`src/pure_pursuit_heading_steer_macros.svh`:
```
// Assertion macros for the RTL files; only the job queue uses them.
`ifndef PURE_PURSUIT_HEADING_STEER_MACROS_SVH
`define PURE_PURSUIT_HEADING_STEER_MACROS_SVH
`ifndef ASSERT_OFF
`define ASSERT_NEVER(lbl, clk, rstn, expr) \
    lbl: assert property (@(posedge clk) disable iff (!rstn) !(expr)) \
        else $error("assertion failed: forbidden condition seen");
`define ASSERT_IMPLY(lbl, clk, rstn, ante, cons) \
    lbl: assert property (@(posedge clk) disable iff (!rstn) (ante) |-> (cons)) \
        else $error("assertion failed: implication broken");
`else
`define ASSERT_NEVER(lbl, clk, rstn, expr)
`define ASSERT_IMPLY(lbl, clk, rstn, ante, cons)
`endif
`endif

```
`src/pphs_pkg.sv`:
```
package pphs_pkg;

    localparam int CORDIC_STEPS_DEF = 16;
    localparam int QUEUE_DEPTH_DEF  = 2;

    localparam logic [30:0] LA_RESET   = 31'd65536;
    localparam logic [15:0] GAIN_RESET = 16'd8192;

    // register indexes
    localparam logic CFG_LOOKAHEAD = 1'b0;
    localparam logic CFG_GAIN      = 1'b1;

    localparam int CW = 46;  // CORDIC datapath width

    localparam logic signed [27:0] HALF_PI_Q24 = 28'sd26353589;
    localparam logic signed [17:0] PI_Q13      = 18'sd25736;
    localparam logic signed [17:0] TWO_PI_Q13  = 18'sd51472;

    typedef struct packed {
        logic signed [31:0] robot_x;
        logic signed [31:0] robot_y;
        logic signed [31:0] robot_z;
        logic signed [15:0] quat_x;
        logic signed [15:0] quat_y;
        logic signed [15:0] quat_z;
        logic signed [15:0] quat_w;
        logic signed [31:0] point_x;
        logic signed [31:0] point_y;
        logic signed [31:0] point_z;
        logic               point_last;
    } t_in;

    typedef struct packed {
        logic signed [15:0] angular_rate;
        logic signed [15:0] yaw_err;
        logic               used_fallback;
    } t_out;

    // one path's worth of work for the back end
    typedef struct packed {
        logic signed [15:0] qx;
        logic signed [15:0] qy;
        logic signed [15:0] qz;
        logic signed [15:0] qw;
        logic signed [32:0] dx;
        logic signed [32:0] dy;
        logic               fallback;
    } t_job;

    // arctan(2^-i) in Q.24
    function automatic logic signed [27:0] atan_q24(input logic [4:0] idx);
        logic signed [27:0] v;
        case (idx)
            5'd0:  v = 28'sd13176795;
            5'd1:  v = 28'sd7778716;
            5'd2:  v = 28'sd4110060;
            5'd3:  v = 28'sd2086331;
            5'd4:  v = 28'sd1047214;
            5'd5:  v = 28'sd524117;
            5'd6:  v = 28'sd262123;
            5'd7:  v = 28'sd131069;
            5'd8:  v = 28'sd65536;
            5'd9:  v = 28'sd32768;
            5'd10: v = 28'sd16384;
            5'd11: v = 28'sd8192;
            5'd12: v = 28'sd4096;
            5'd13: v = 28'sd2048;
            5'd14: v = 28'sd1024;
            5'd15: v = 28'sd512;
            5'd16: v = 28'sd256;
            5'd17: v = 28'sd128;
            5'd18: v = 28'sd64;
            5'd19: v = 28'sd32;
            5'd20: v = 28'sd16;
            5'd21: v = 28'sd8;
            5'd22: v = 28'sd4;
            5'd23: v = 28'sd2;
            default: v = 28'sd0;
        endcase
        return v;
    endfunction

endpackage

```
`src/pphs_queue.sv`:
```
`include "pure_pursuit_heading_steer_macros.svh"
module pphs_queue import pphs_pkg::*; #(
    parameter int DEPTH = QUEUE_DEPTH_DEF
) (
    input  logic i_clk,
    input  logic i_rst_n,
    input  logic i_push,
    input  t_job i_job,
    output logic o_full,
    input  logic i_pop,
    output t_job o_job,
    output logic o_empty
);

    localparam int PW = $clog2(DEPTH);
    localparam int CNW = $clog2(DEPTH + 1);

    t_job           r_mem [DEPTH];
    logic [PW-1:0]  r_wr, r_rd;
    logic [CNW-1:0] r_count;

    assign o_full  = (r_count == CNW'(DEPTH));
    assign o_empty = (r_count == '0);
    assign o_job   = r_mem[r_rd];

    function automatic logic [PW-1:0] nxt(input logic [PW-1:0] p);
        return (p == PW'(DEPTH - 1)) ? '0 : p + 1'b1;
    endfunction

    always_ff @(posedge i_clk) begin
        if (i_push) begin
            r_mem[r_wr] <= i_job;
        end
        if (!i_rst_n) begin
            r_wr    <= '0;
            r_rd    <= '0;
            r_count <= '0;
        end else begin
            if (i_push) begin
                r_wr <= nxt(r_wr);
            end
            if (i_pop) begin
                r_rd <= nxt(r_rd);
            end
            if (i_push && !i_pop) begin
                r_count <= r_count + 1'b1;
            end else if (i_pop && !i_push) begin
                r_count <= r_count - 1'b1;
            end
        end
    end

    `ASSERT_NEVER(a_no_overflow, i_clk, i_rst_n, i_push && o_full)
    `ASSERT_NEVER(a_no_underflow, i_clk, i_rst_n, i_pop && o_empty)
    `ASSERT_NEVER(a_count_range, i_clk, i_rst_n, r_count > CNW'(DEPTH))

endmodule

```
`config.mk`:
```
export PLATFORM = sky130hd
export DESIGN_NAME = pphs_queue
export DESIGN_NICKNAME = d
export VERILOG_FILES = /design/src/pphs_pkg.sv /design/src/pphs_queue.sv
export VERILOG_INCLUDE_DIRS = /design/src /design/src/src
export SDC_FILE = /design/constraint.sdc
export NUM_CORES = 1
export LEC_CHECK = 0
export BUFFER_PORTS_ARGS = -buffer_cell sky130_fd_sc_hd__buf_4
export CORE_MARGIN = 10
export CORE_UTILIZATION = 52
export DETAILED_ROUTE_END_ITERATION = 12
export GPL_TIMING_DRIVEN = 0
export PLACE_DENSITY = 0.76
export SYNTH_ARGS = -nofsm -noshare
export SYNTH_HDL_FRONTEND = slang
export SYNTH_SLANG_ARGS = --single-unit
```
`constraint.sdc`:
```
create_clock -name i_clk -period 8.5 [get_ports i_clk]
set_clock_uncertainty 0.1 [all_clocks]
set_input_delay 0.85 -clock i_clk [delete_from_list [all_inputs] [get_ports i_clk]]
set_output_delay 0.85 -clock i_clk [all_outputs]
set_load 0.1 [all_outputs]
```
==> impl_metrics.ini, run 1 <==
[drt]
drtAntennaViolNets = 0
drc = 0
wirelength_um = 21500
vias_per_cell = 4.98
drt-initial-drc-count = 277
wl_met1_um = 8340
met3_length_um = 1850
wl_met2_um = 10700
wl_per_cell_um = 21.2
first_pass_iters = 4
via_count = 5049
topRoutingLayerUsed = met4

[place]
gp_congestion = 0.719
post-place-cells = 963
dp_slack_ns = 6.02
numPortBuffers = 267
dp_hpwl_um = 15600

[worst_setup_path]
reg2reg_depth = 3
ff2ff_setup_slack_ns = 6.68
required_ns = 7.55
timing_worst_setup_path_type = reg2out
worstReg2RegStart = r_wr$_SDFFE_PN0P_
crit_fanout = 10
end_kind = primary output
cp.arrival_ns = 1.92
timing.rr.end = r_mem[0][39]$_DFFE_PP_
cp-start-kind = flop

[sta]
finalHoldViolations = 0
hold_ws_ns = 0.408
finalSetupViolCount = 0
fin_tns_setup_ns = 0
tightest_slew_ns = 0.581
final.period_utilization = 0.338
fmax_ghz = 0.348
worst_slack_ns = 5.63
grt_setup_unrepaired = no
maxSlewViolCount = 0
post-route-min-period_ns = 2.87
max_slew_margin = 0.612

[run]
cap_violations = 0

[synthesis]
synthFlopType = edfxtp_1
syn_inst = 430
ys_warn_count = 0
synth_nets = 566
yosysSeqAreaShare = 0.793
synth_top_area_frac = 0.783
ys_top_cells_by_area = edfxtp_1 (78%), mux2_4 (13%), mux2_2 (4.6%)
synth_edf_count = 262
ys_ff_latch = 267
syn_area_per_cell_sq_um = 23.4
syn_area_sq_mm = 0.0100
ys_types = 19
synthArstFlopShare = 0
synthTopCellsByCount = edfxtp_1 (262), mux2_4 (90), mux2_2 (41)
yosys.area.top_type = edfxtp_1
synth_most_common_cell = edfxtp_1

[clock_network]
ctsResizeCount = 0
postCtsSetupRepairBufs = 0
cts_buffer_depth = 3
hold_buffers = 0
numCtsBuffers = 27
cts_htree_levels = 1
clock-sinks = 267
cts_tree = done
clkLatencyLatePin_ns = 0.52
clkTransAtPathRegs_ns = 0.06
cts-root-buf = clkbuf_16

[power]
vdd_drop_max_mv = 0.206
p_leak_nw = 5.27
p_per_area_mw_per_mm2 = 267

[worst_hold_path]
holdCritStartpoint = i_job[124]
min_path_cells = 1
hold_path_class = in2reg
hold_end = r_mem[1][124]$_DFFE_PP_

[global_route]
grt_pass1_vias = 5507
antenna_found_initial = 0
overflow = 0
grt_util_all_layers = 0.161
grt_max_degree = 58
grt_pass1_wl_um = 32200

[die]
chipWidth_um = 159
ios = 268
die-area_sq_mm = 0.0253
fp.dieH_um = 159
start_util = 0.533
rows = 50
core_sq_mm = 0.0188

[final_layout]
drive_gt1_frac = 0.616
fillers = 1168
multi_input_area_sq_mm = 0.00194
nets = 868
areaGrowthSynthToFinish_pct = 33.8
regArea_sq_mm = 0.00797
instances_no_fill = 1014

[run_status]
status = finished, final reports clean
==> flip-flops by register name, summed over array words and instances, names as in the netlist, named ones only <==
register	cells
r_wr	1
r_count	2
r_rd	1
r_mem	262
==> worst max path at each step <==
stage / from / endpoint / depth (start not counted)
2_1_floorplan: i_push / r_mem[0][0]$_DFFE_PP_ / 1
3_3_place_gp: i_push / r_wr$_SDFFE_PN0P_ / 3
3_5_place_dp: i_push / r_mem[0][89]$_DFFE_PP_ / 4
4_1_cts: flop / o_job[57] / 5
5_1_grt: flop / o_job[57] / 5
6_report: flop / o_job[57] / 5
==> power by group <==
| part | leakage, nW | internal [W] | total [W] | switching [W] |
|---|---|---|---|---|
| logic | 2.32 | 0.000233 | 0.000857 | 0.000624 |
| clock network | 0.452 | 0.000731 | 0.00119 | 0.000463 |
| registers | 2.50 | 0.00152 | 0.00154 | 0.0000177 |
| total | 5.27 | 0.00249 | 0.00359 | 0.00110 |
==> worst max-delay path, stage by stage (launching register included) <==
cell and delay, ns:
dfxtp_1 0.32, buf_6 0.12, buf_8 0.18, buf_6 0.20, mux2_4 0.33, buf_4 0.24
==> metrics by stage <==
| step | util | power, W | area (sq um) |
|---|---|---|---|
| 6_report | 0.714 | 0.00359 | 13400 |
| 5_1_grt | 0.713 | 0.00371 | 13400 |
| 4_1_cts | 0.713 | 0.00363 | 13400 |
| 3_5_place_dp | 0.665 | 0.00243 | 12500 |
| 3_3_place_gp | 0.657 | 0.00242 | 12400 |
| 2_1_floorplan | - | 0.00224 | 10000 |
==> per-layer routing <==
metal / vias to the layer above / global-route usage
met1: 2472 / 0.190
met4: 0 / 0.0522
met3: 38 / 0.0586
met5: - / 0
li1: 2318 / -
met2: 221 / 0.269
==> logic make-up (layout without fill, tap and decap cells) <==
kind of cell	after synthesis	in the layout	synth area share
AND/OR/NAND/NOR	9	9	0.00548
AO/OA/AOI/OAI	3	3	0.00199
buffers and inverters	16	339	0.0151
multiplexers	131	131	0.180
adder cells (fa/ha/maj)	1	1	0.00125
other	0	1	0
flip-flops	267	267	0.793
XOR/XNOR	3	3	0.00262
==> cell usage in the layout, fill, tap and decap left out, types with 2 or more instances in the layout <==
master and n:
and2_1 3, buf_12 4, buf_16 2, buf_2 4, buf_4 267, buf_6 10, bufinv_16 4, clkbuf_1 5
clkbuf_16 27, clkbuf_8 3, clkinv_1 2, clkinv_2 7, dfxtp_1 5, edfxtp_1 262, mux2_2 41, mux2_4 90
xor2_1 2
==> final cells by class <==
type / count / area share
sequential: 267 / 0.593
timing repair buffer: 273 / 0.159
multi-input combinational: 147 / 0.144
clock buffer: 35 / 0.0547
tap: 260 / 0.0242
clock inverter: 15 / 0.0133
buffer: 15 / 0.0110
inverter: 1 / 0.000279
antenna: 1 / 0.000186
Note: power is estimated with default switching activity, not from simulation.
==> inputs of run 2 (changes only) <==
==> constraint.sdc (replaced) <==
create_clock -name i_clk -period 2.8 [get_ports i_clk]
set_clock_uncertainty 0.1 [all_clocks]
set_input_delay 0.28 -clock i_clk [delete_from_list [all_inputs] [get_ports i_clk]]
set_output_delay 0.28 -clock i_clk [all_outputs]
set_load 0.1 [all_outputs]
==> run 2 against run 1 <==
Sequential cell count is the same. Clock power grew to 3.0 times the previous value. Non-clock buffer count grew 133. Highest routed layer unchanged. Global-route usage grew 2.6 points. Utilization grew 6.8 points.
==> impl_metrics.ini, run 2 (synthesized netlist as in run 1, its figures left out) <==
[drt]
met3_length_um = 2020
wl_met2_um = 13200
drt-initial-drc-count = 296
drtAntennaViolNets = 0
wirelength_um = 24800
wl_per_cell_um = 21.6
wl_met1_um = 9120
vias_per_cell = 4.90
topRoutingLayerUsed = met4
drc = 0
via_count = 5618
first_pass_iters = 6

[worst_setup_path]
timing_worst_setup_path_type = reg2out
timing.rr.end = r_mem[0][38]$_DFFE_PP_
cp_slowest_stage_delay_ns = 0.33
required_ns = 2.42
crit_fanout = 10
worstReg2RegStart = r_wr$_SDFFE_PN0P_
critical_path.slowest_cell = mux2_4
cp_top_family = buffers and inverters
ff2ff_setup_slack_ns = 0.76
cp-start-kind = flop
critical_path.most_common_cell = buf_6
cp.arrival_ns = 1.89
reg2reg_depth = 4
end_kind = primary output
path_buf_inv = 4
crit_chain = buf_6, buf_8, buf_6, mux2_4, buf_4

[sta]
final.period_utilization = 0.812
tightest_slew_ns = 0.932
grt_setup_unrepaired = no
max_slew_margin = 0.379
finalSetupViolCount = 0
fmax_ghz = 0.440
finalHoldViolations = 0
maxSlewViolCount = 0
hold_ws_ns = 0.0221
post-route-min-period_ns = 2.27
worst_slack_ns = 0.526

[die]
ios = 268
fp.dieH_um = 159
die-area_sq_mm = 0.0253
rows = 50
core_sq_mm = 0.0188
start_util = 0.533
chipWidth_um = 159

[place]
post-place-cells = 962
gp_congestion = 0.761
numPortBuffers = 267
dp_hpwl_um = 15400
placed_cell_area_sq_mm = 0.0125
dp_slack_ns = 0.681

[power]
vdd_drop_max_mv = 0.750
p_leak_nw = 5.81
p_per_area_mw_per_mm2 = 747

[clock_network]
cts_buffer_depth = 3
clkTransAtPathRegs_ns = 0.06
cts_tree = done
postCtsSetupRepairBufs = 0
cts_htree_levels = 1
clock-sinks = 267
numCtsBuffers = 27
clkLatencyLatePin_ns = 0.51
cts-root-buf = clkbuf_16

[global_route]
grt_util_all_layers = 0.187
overflow = 0
grt_pass1_wl_um = 37700
antenna_found_initial = 2
grt_pass1_vias = 6464
grt_max_degree = 69

[final_layout]
final_util = 0.782
areaGrowthSynthToFinish_pct = 46.5
regMostFlops = r_mem
regArea_sq_mm = 0.00797
mostFrequentLayoutCells = buf_4 (267), edfxtp_1 (262), dlygate4sd3_1 (134)
multi_input_area_sq_mm = 0.00194
nets = 1001
instances_no_fill = 1147
largest_reg_flops = 262
final_common_cell = buf_4
drive_gt1_frac = 0.520
top_regs = r_mem (262), r_count (2)
fillers = 968
fin_area_sq_mm = 0.0147

[run]
cap_violations = 0

[worst_hold_path]
holdCritStartpoint = i_pop
hold_path_class = in2reg
min_path_cells = 3

[run_status]
status = finished, final reports clean
run 2: changes by cell type in the layout (fill, tap and decap cells not counted), moves of 2 or more:
cell	delta
clkbuf_8	-3
clkinv_1	+5
clkbuf_1	-2
dlygate4sd3_1	+134
run 2: power by group:
part	leakage [nW]	internal [W]	switching (W)
sequential	2.50	0.00462	0.0000585
combinational	2.87	0.000831	0.00196
clock	0.435	0.00212	0.00141
total	5.81	0.00757	0.00343
run 2: worst max path at each step:
stage / cells after the start / to / from
after CTS: 5 / o_job[83] / flop
after floorplan: 1 / r_mem[0][0]$_DFFE_PP_ / i_push
after global routing: 5 / o_job[108] / flop
final: 5 / o_job[31] / flop
after detailed placement: 5 / r_mem[0][34]$_DFFE_PP_ / i_push
after global placement: 2 / r_mem[0][33]$_DFFE_PP_ / i_push
run 2: per-stage QoR:
stage	total power, W	TNS [ns]
after floorplan	0.00677	0
after global placement	0.00732	-194.63
after detailed placement	0.00738	0
after CTS	0.0110	0
after global routing	0.0113	0
final	0.0110	0
run 2: worst min-delay path, cell delays in order:
cell	delay, ns
buf_4	0.09
xor2_1	0.06
and2_1	0.14
run 2: area by class of cell:
type / instances / area share
Antenna cell: 2 / 0.000340
Buffer: 15 / 0.0100
Clock buffer: 30 / 0.0467
Clock inverter: 19 / 0.0127
Inverter: 1 / 0.000255
Multi-Input combinational cell: 147 / 0.132
Sequential cell: 267 / 0.541
Tap cell: 260 / 0.0221
Timing Repair Buffer: 406 / 0.235
run 2: layer usage:
| layer | vias up | GRT usage |
|---|---|---|
| met5 | - | 0 |
| met4 | 0 | 0.0430 |
| met3 | 31 | 0.0651 |
| met2 | 209 | 0.343 |
| met1 | 2797 | 0.201 |
| li1 | 2581 | - |
run 2: repair_timing:
action,in CTS,in global routing
resized for setup,0,0
hold buffers,134,0
endpoints found under the hold margin,267,0
==> inputs of run 3 (changes only) <==
==> constraint.sdc (replaced) <==
create_clock -name i_clk -period 2.2 [get_ports i_clk]
set_clock_uncertainty 0.1 [all_clocks]
set_input_delay 0.22 -clock i_clk [delete_from_list [all_inputs] [get_ports i_clk]]
set_output_delay 0.22 -clock i_clk [all_outputs]
set_load 0.1 [all_outputs]
==> run 3 against run 2 <==
Clock power increased by 39%. Combinational power increased by 34%. Cell count unchanged. Power increased by 33%. Sequential share of layout area decreased by 1.9 points. Non-clock buffer count rose by 2. Hold slack gained 0.11 ns. Register-to-register slack got worse by 0.48 ns. Critical path depth did not move. Count of clock-buffer cells in the layout rose by 3. Sequential power is 27% higher.
==> impl_metrics.ini, run 3 (synthesized netlist as in run 1, its figures left out) <==
[run_status]
status = finished, final reports clean

[sta]
finalSetupViolCount = 0
finalHoldViolations = 0
fmax_ghz = 0.463
tightest_slew_ns = 0.602
max_slew_margin = 0.598
grt_setup_unrepaired = yes
final.period_utilization = 0.981
post-route-min-period_ns = 2.16
fin_tns_setup_ns = 0
maxSlewViolCount = 0

[worst_setup_path]
end_kind = primary output
crit_fanout = 10
cp.arrival_ns = 1.84
ff2ff_setup_slack_ns = 0.28
cp-start-kind = flop
required_ns = 1.88
timing_worst_setup_path_type = reg2out

[drt]
wirelength_um = 25100
drt-initial-drc-count = 280
vias_per_cell = 4.92
wl_per_cell_um = 21.9
first_pass_iters = 5
drc = 0
drtAntennaViolNets = 0
via_count = 5642

[clock_network]
numCtsBuffers = 28
cts_tree = done
clock-sinks = 267
cts_htree_levels = 1
clkLatencyLatePin_ns = 0.52
cts-root-buf = clkbuf_16
postCtsSetupRepairBufs = 0
cts_buffer_depth = 3
clkTransAtPathRegs_ns = 0.06

[die]
fp.dieH_um = 159
core_sq_mm = 0.0188
chipWidth_um = 159
rows = 50
ios = 268
start_util = 0.533
die-area_sq_mm = 0.0253

[final_layout]
drive_gt1_frac = 0.525
regMostFlops = r_mem
largest_reg_flops = 262
final_common_cell = edfxtp_1
areaGrowthSynthToFinish_pct = 51.9
mostFrequentLayoutCells = edfxtp_1 (262), buf_4 (178), dlygate4sd3_1 (134)
final_util = 0.810
top_regs = r_mem (262), r_count (2)
nets = 1004

[run]
cap_violations = 0

[power]
p_leak_nw = 6.00
vdd_drop_max_mv = 0.831
p_per_area_mw_per_mm2 = 957

[place]
gp_congestion = 0.739
dp_hpwl_um = 15800
numPortBuffers = 267

[global_route]
grt_pass1_vias = 6442
grt_pass1_wl_um = 38200
antenna_found_initial = 1
grt_util_all_layers = 0.189
overflow = 0
grt_max_degree = 58

[worst_hold_path]
hold_path_class = in2reg
run 3: cell count changes in the layout (fill, tap and decap cells not counted), moves of 2 or more:
cell and delta:
buf_4 -89, buf_6 +80, buf_8 +7, buf_12 +4, clkinv_1 -4, buf_2 -3, clkinv_2 -3, bufinv_16 +2
clkbuf_16 +2, clkbuf_4 +2
run 3: critical path: stages, from the launching register on:
cell and delay (ns):
dfxtp_2 0.32, buf_6 0.11, buf_12 0.17, buf_8 0.18, mux2_4 0.33, buf_6 0.19
run 3: where the power goes:
| part | total [W] | internal [W] | switching (W) |
|---|---|---|---|
| Combinational | 0.00373 | 0.00120 | 0.00253 |
| Clock | 0.00492 | 0.00309 | 0.00183 |
| Sequential | 0.00596 | 0.00588 | 0.0000746 |
| Total | 0.0146 | 0.0102 | 0.00444 |
run 3: path summary, 6_finish.rpt:
path                                              start                       to  cells after the start
worst max-delay path                               flop                o_job[88]                      5
worst min register to register  r_count[1]$_SDFFE_PN0P_  r_count[1]$_SDFFE_PN0P_                      2
worst max register to register        r_wr$_SDFFE_PN0P_        r_wr$_SDFFE_PN0P_                      4
worst min-delay path                             i_push  r_count[1]$_SDFFE_PN0P_                      4
run 3: final cells by class:
type / count / area (sq um)
Antenna cell: 1 / 2.50
Buffer: 15 / 199
Timing Repair Buffer: 408 / 3850
Inverter: 1 / 3.75
Clock buffer: 33 / 741
Clock inverter: 15 / 228
Sequential cell: 267 / 7970
Tap cell: 260 / 325
Multi-Input combinational cell: 147 / 1940
Fill cell: 881 / 3570
run 3: per-layer routing:
| layer | GRT usage | routed length [um] | vias up | part of all wire |
|---|---|---|---|---|
| met5 | 0 | 0 | - | 0 |
| met4 | 0.0442 | 358 | 0 | 0.014 |
| met3 | 0.0584 | 2020 | 23 | 0.081 |
| met2 | 0.337 | 13100 | 239 | 0.52 |
| met1 | 0.219 | 9600 | 2803 | 0.38 |
| li1 | - | - | 2577 | - |
run 3: what timing repair did:
item | 4_1_cts | 5_1_grt
hold buffers | 134 | 0
resized for setup | 101 | 6
cloned | 0 | 0
endpoints found under the setup margin | 100 | 119
hold endpoints to repair | 267 | 0
run 3: per-stage QoR:
step	area (sq um)	power (W)	hold WS, ns	worst slack [ns]	std cells
after floorplan	10100	0.00862	0.219	-0.591	430
after global placement	12400	0.00932	0.305	-1.60	957
after detailed placement	12500	0.00941	0.307	0.374	964
after CTS	15200	0.0147	0.0946	0.00546	1146
after global routing	15300	0.0150	0.125	-0.0238	1147
final	15300	0.0146	0.128	0.0415	1147
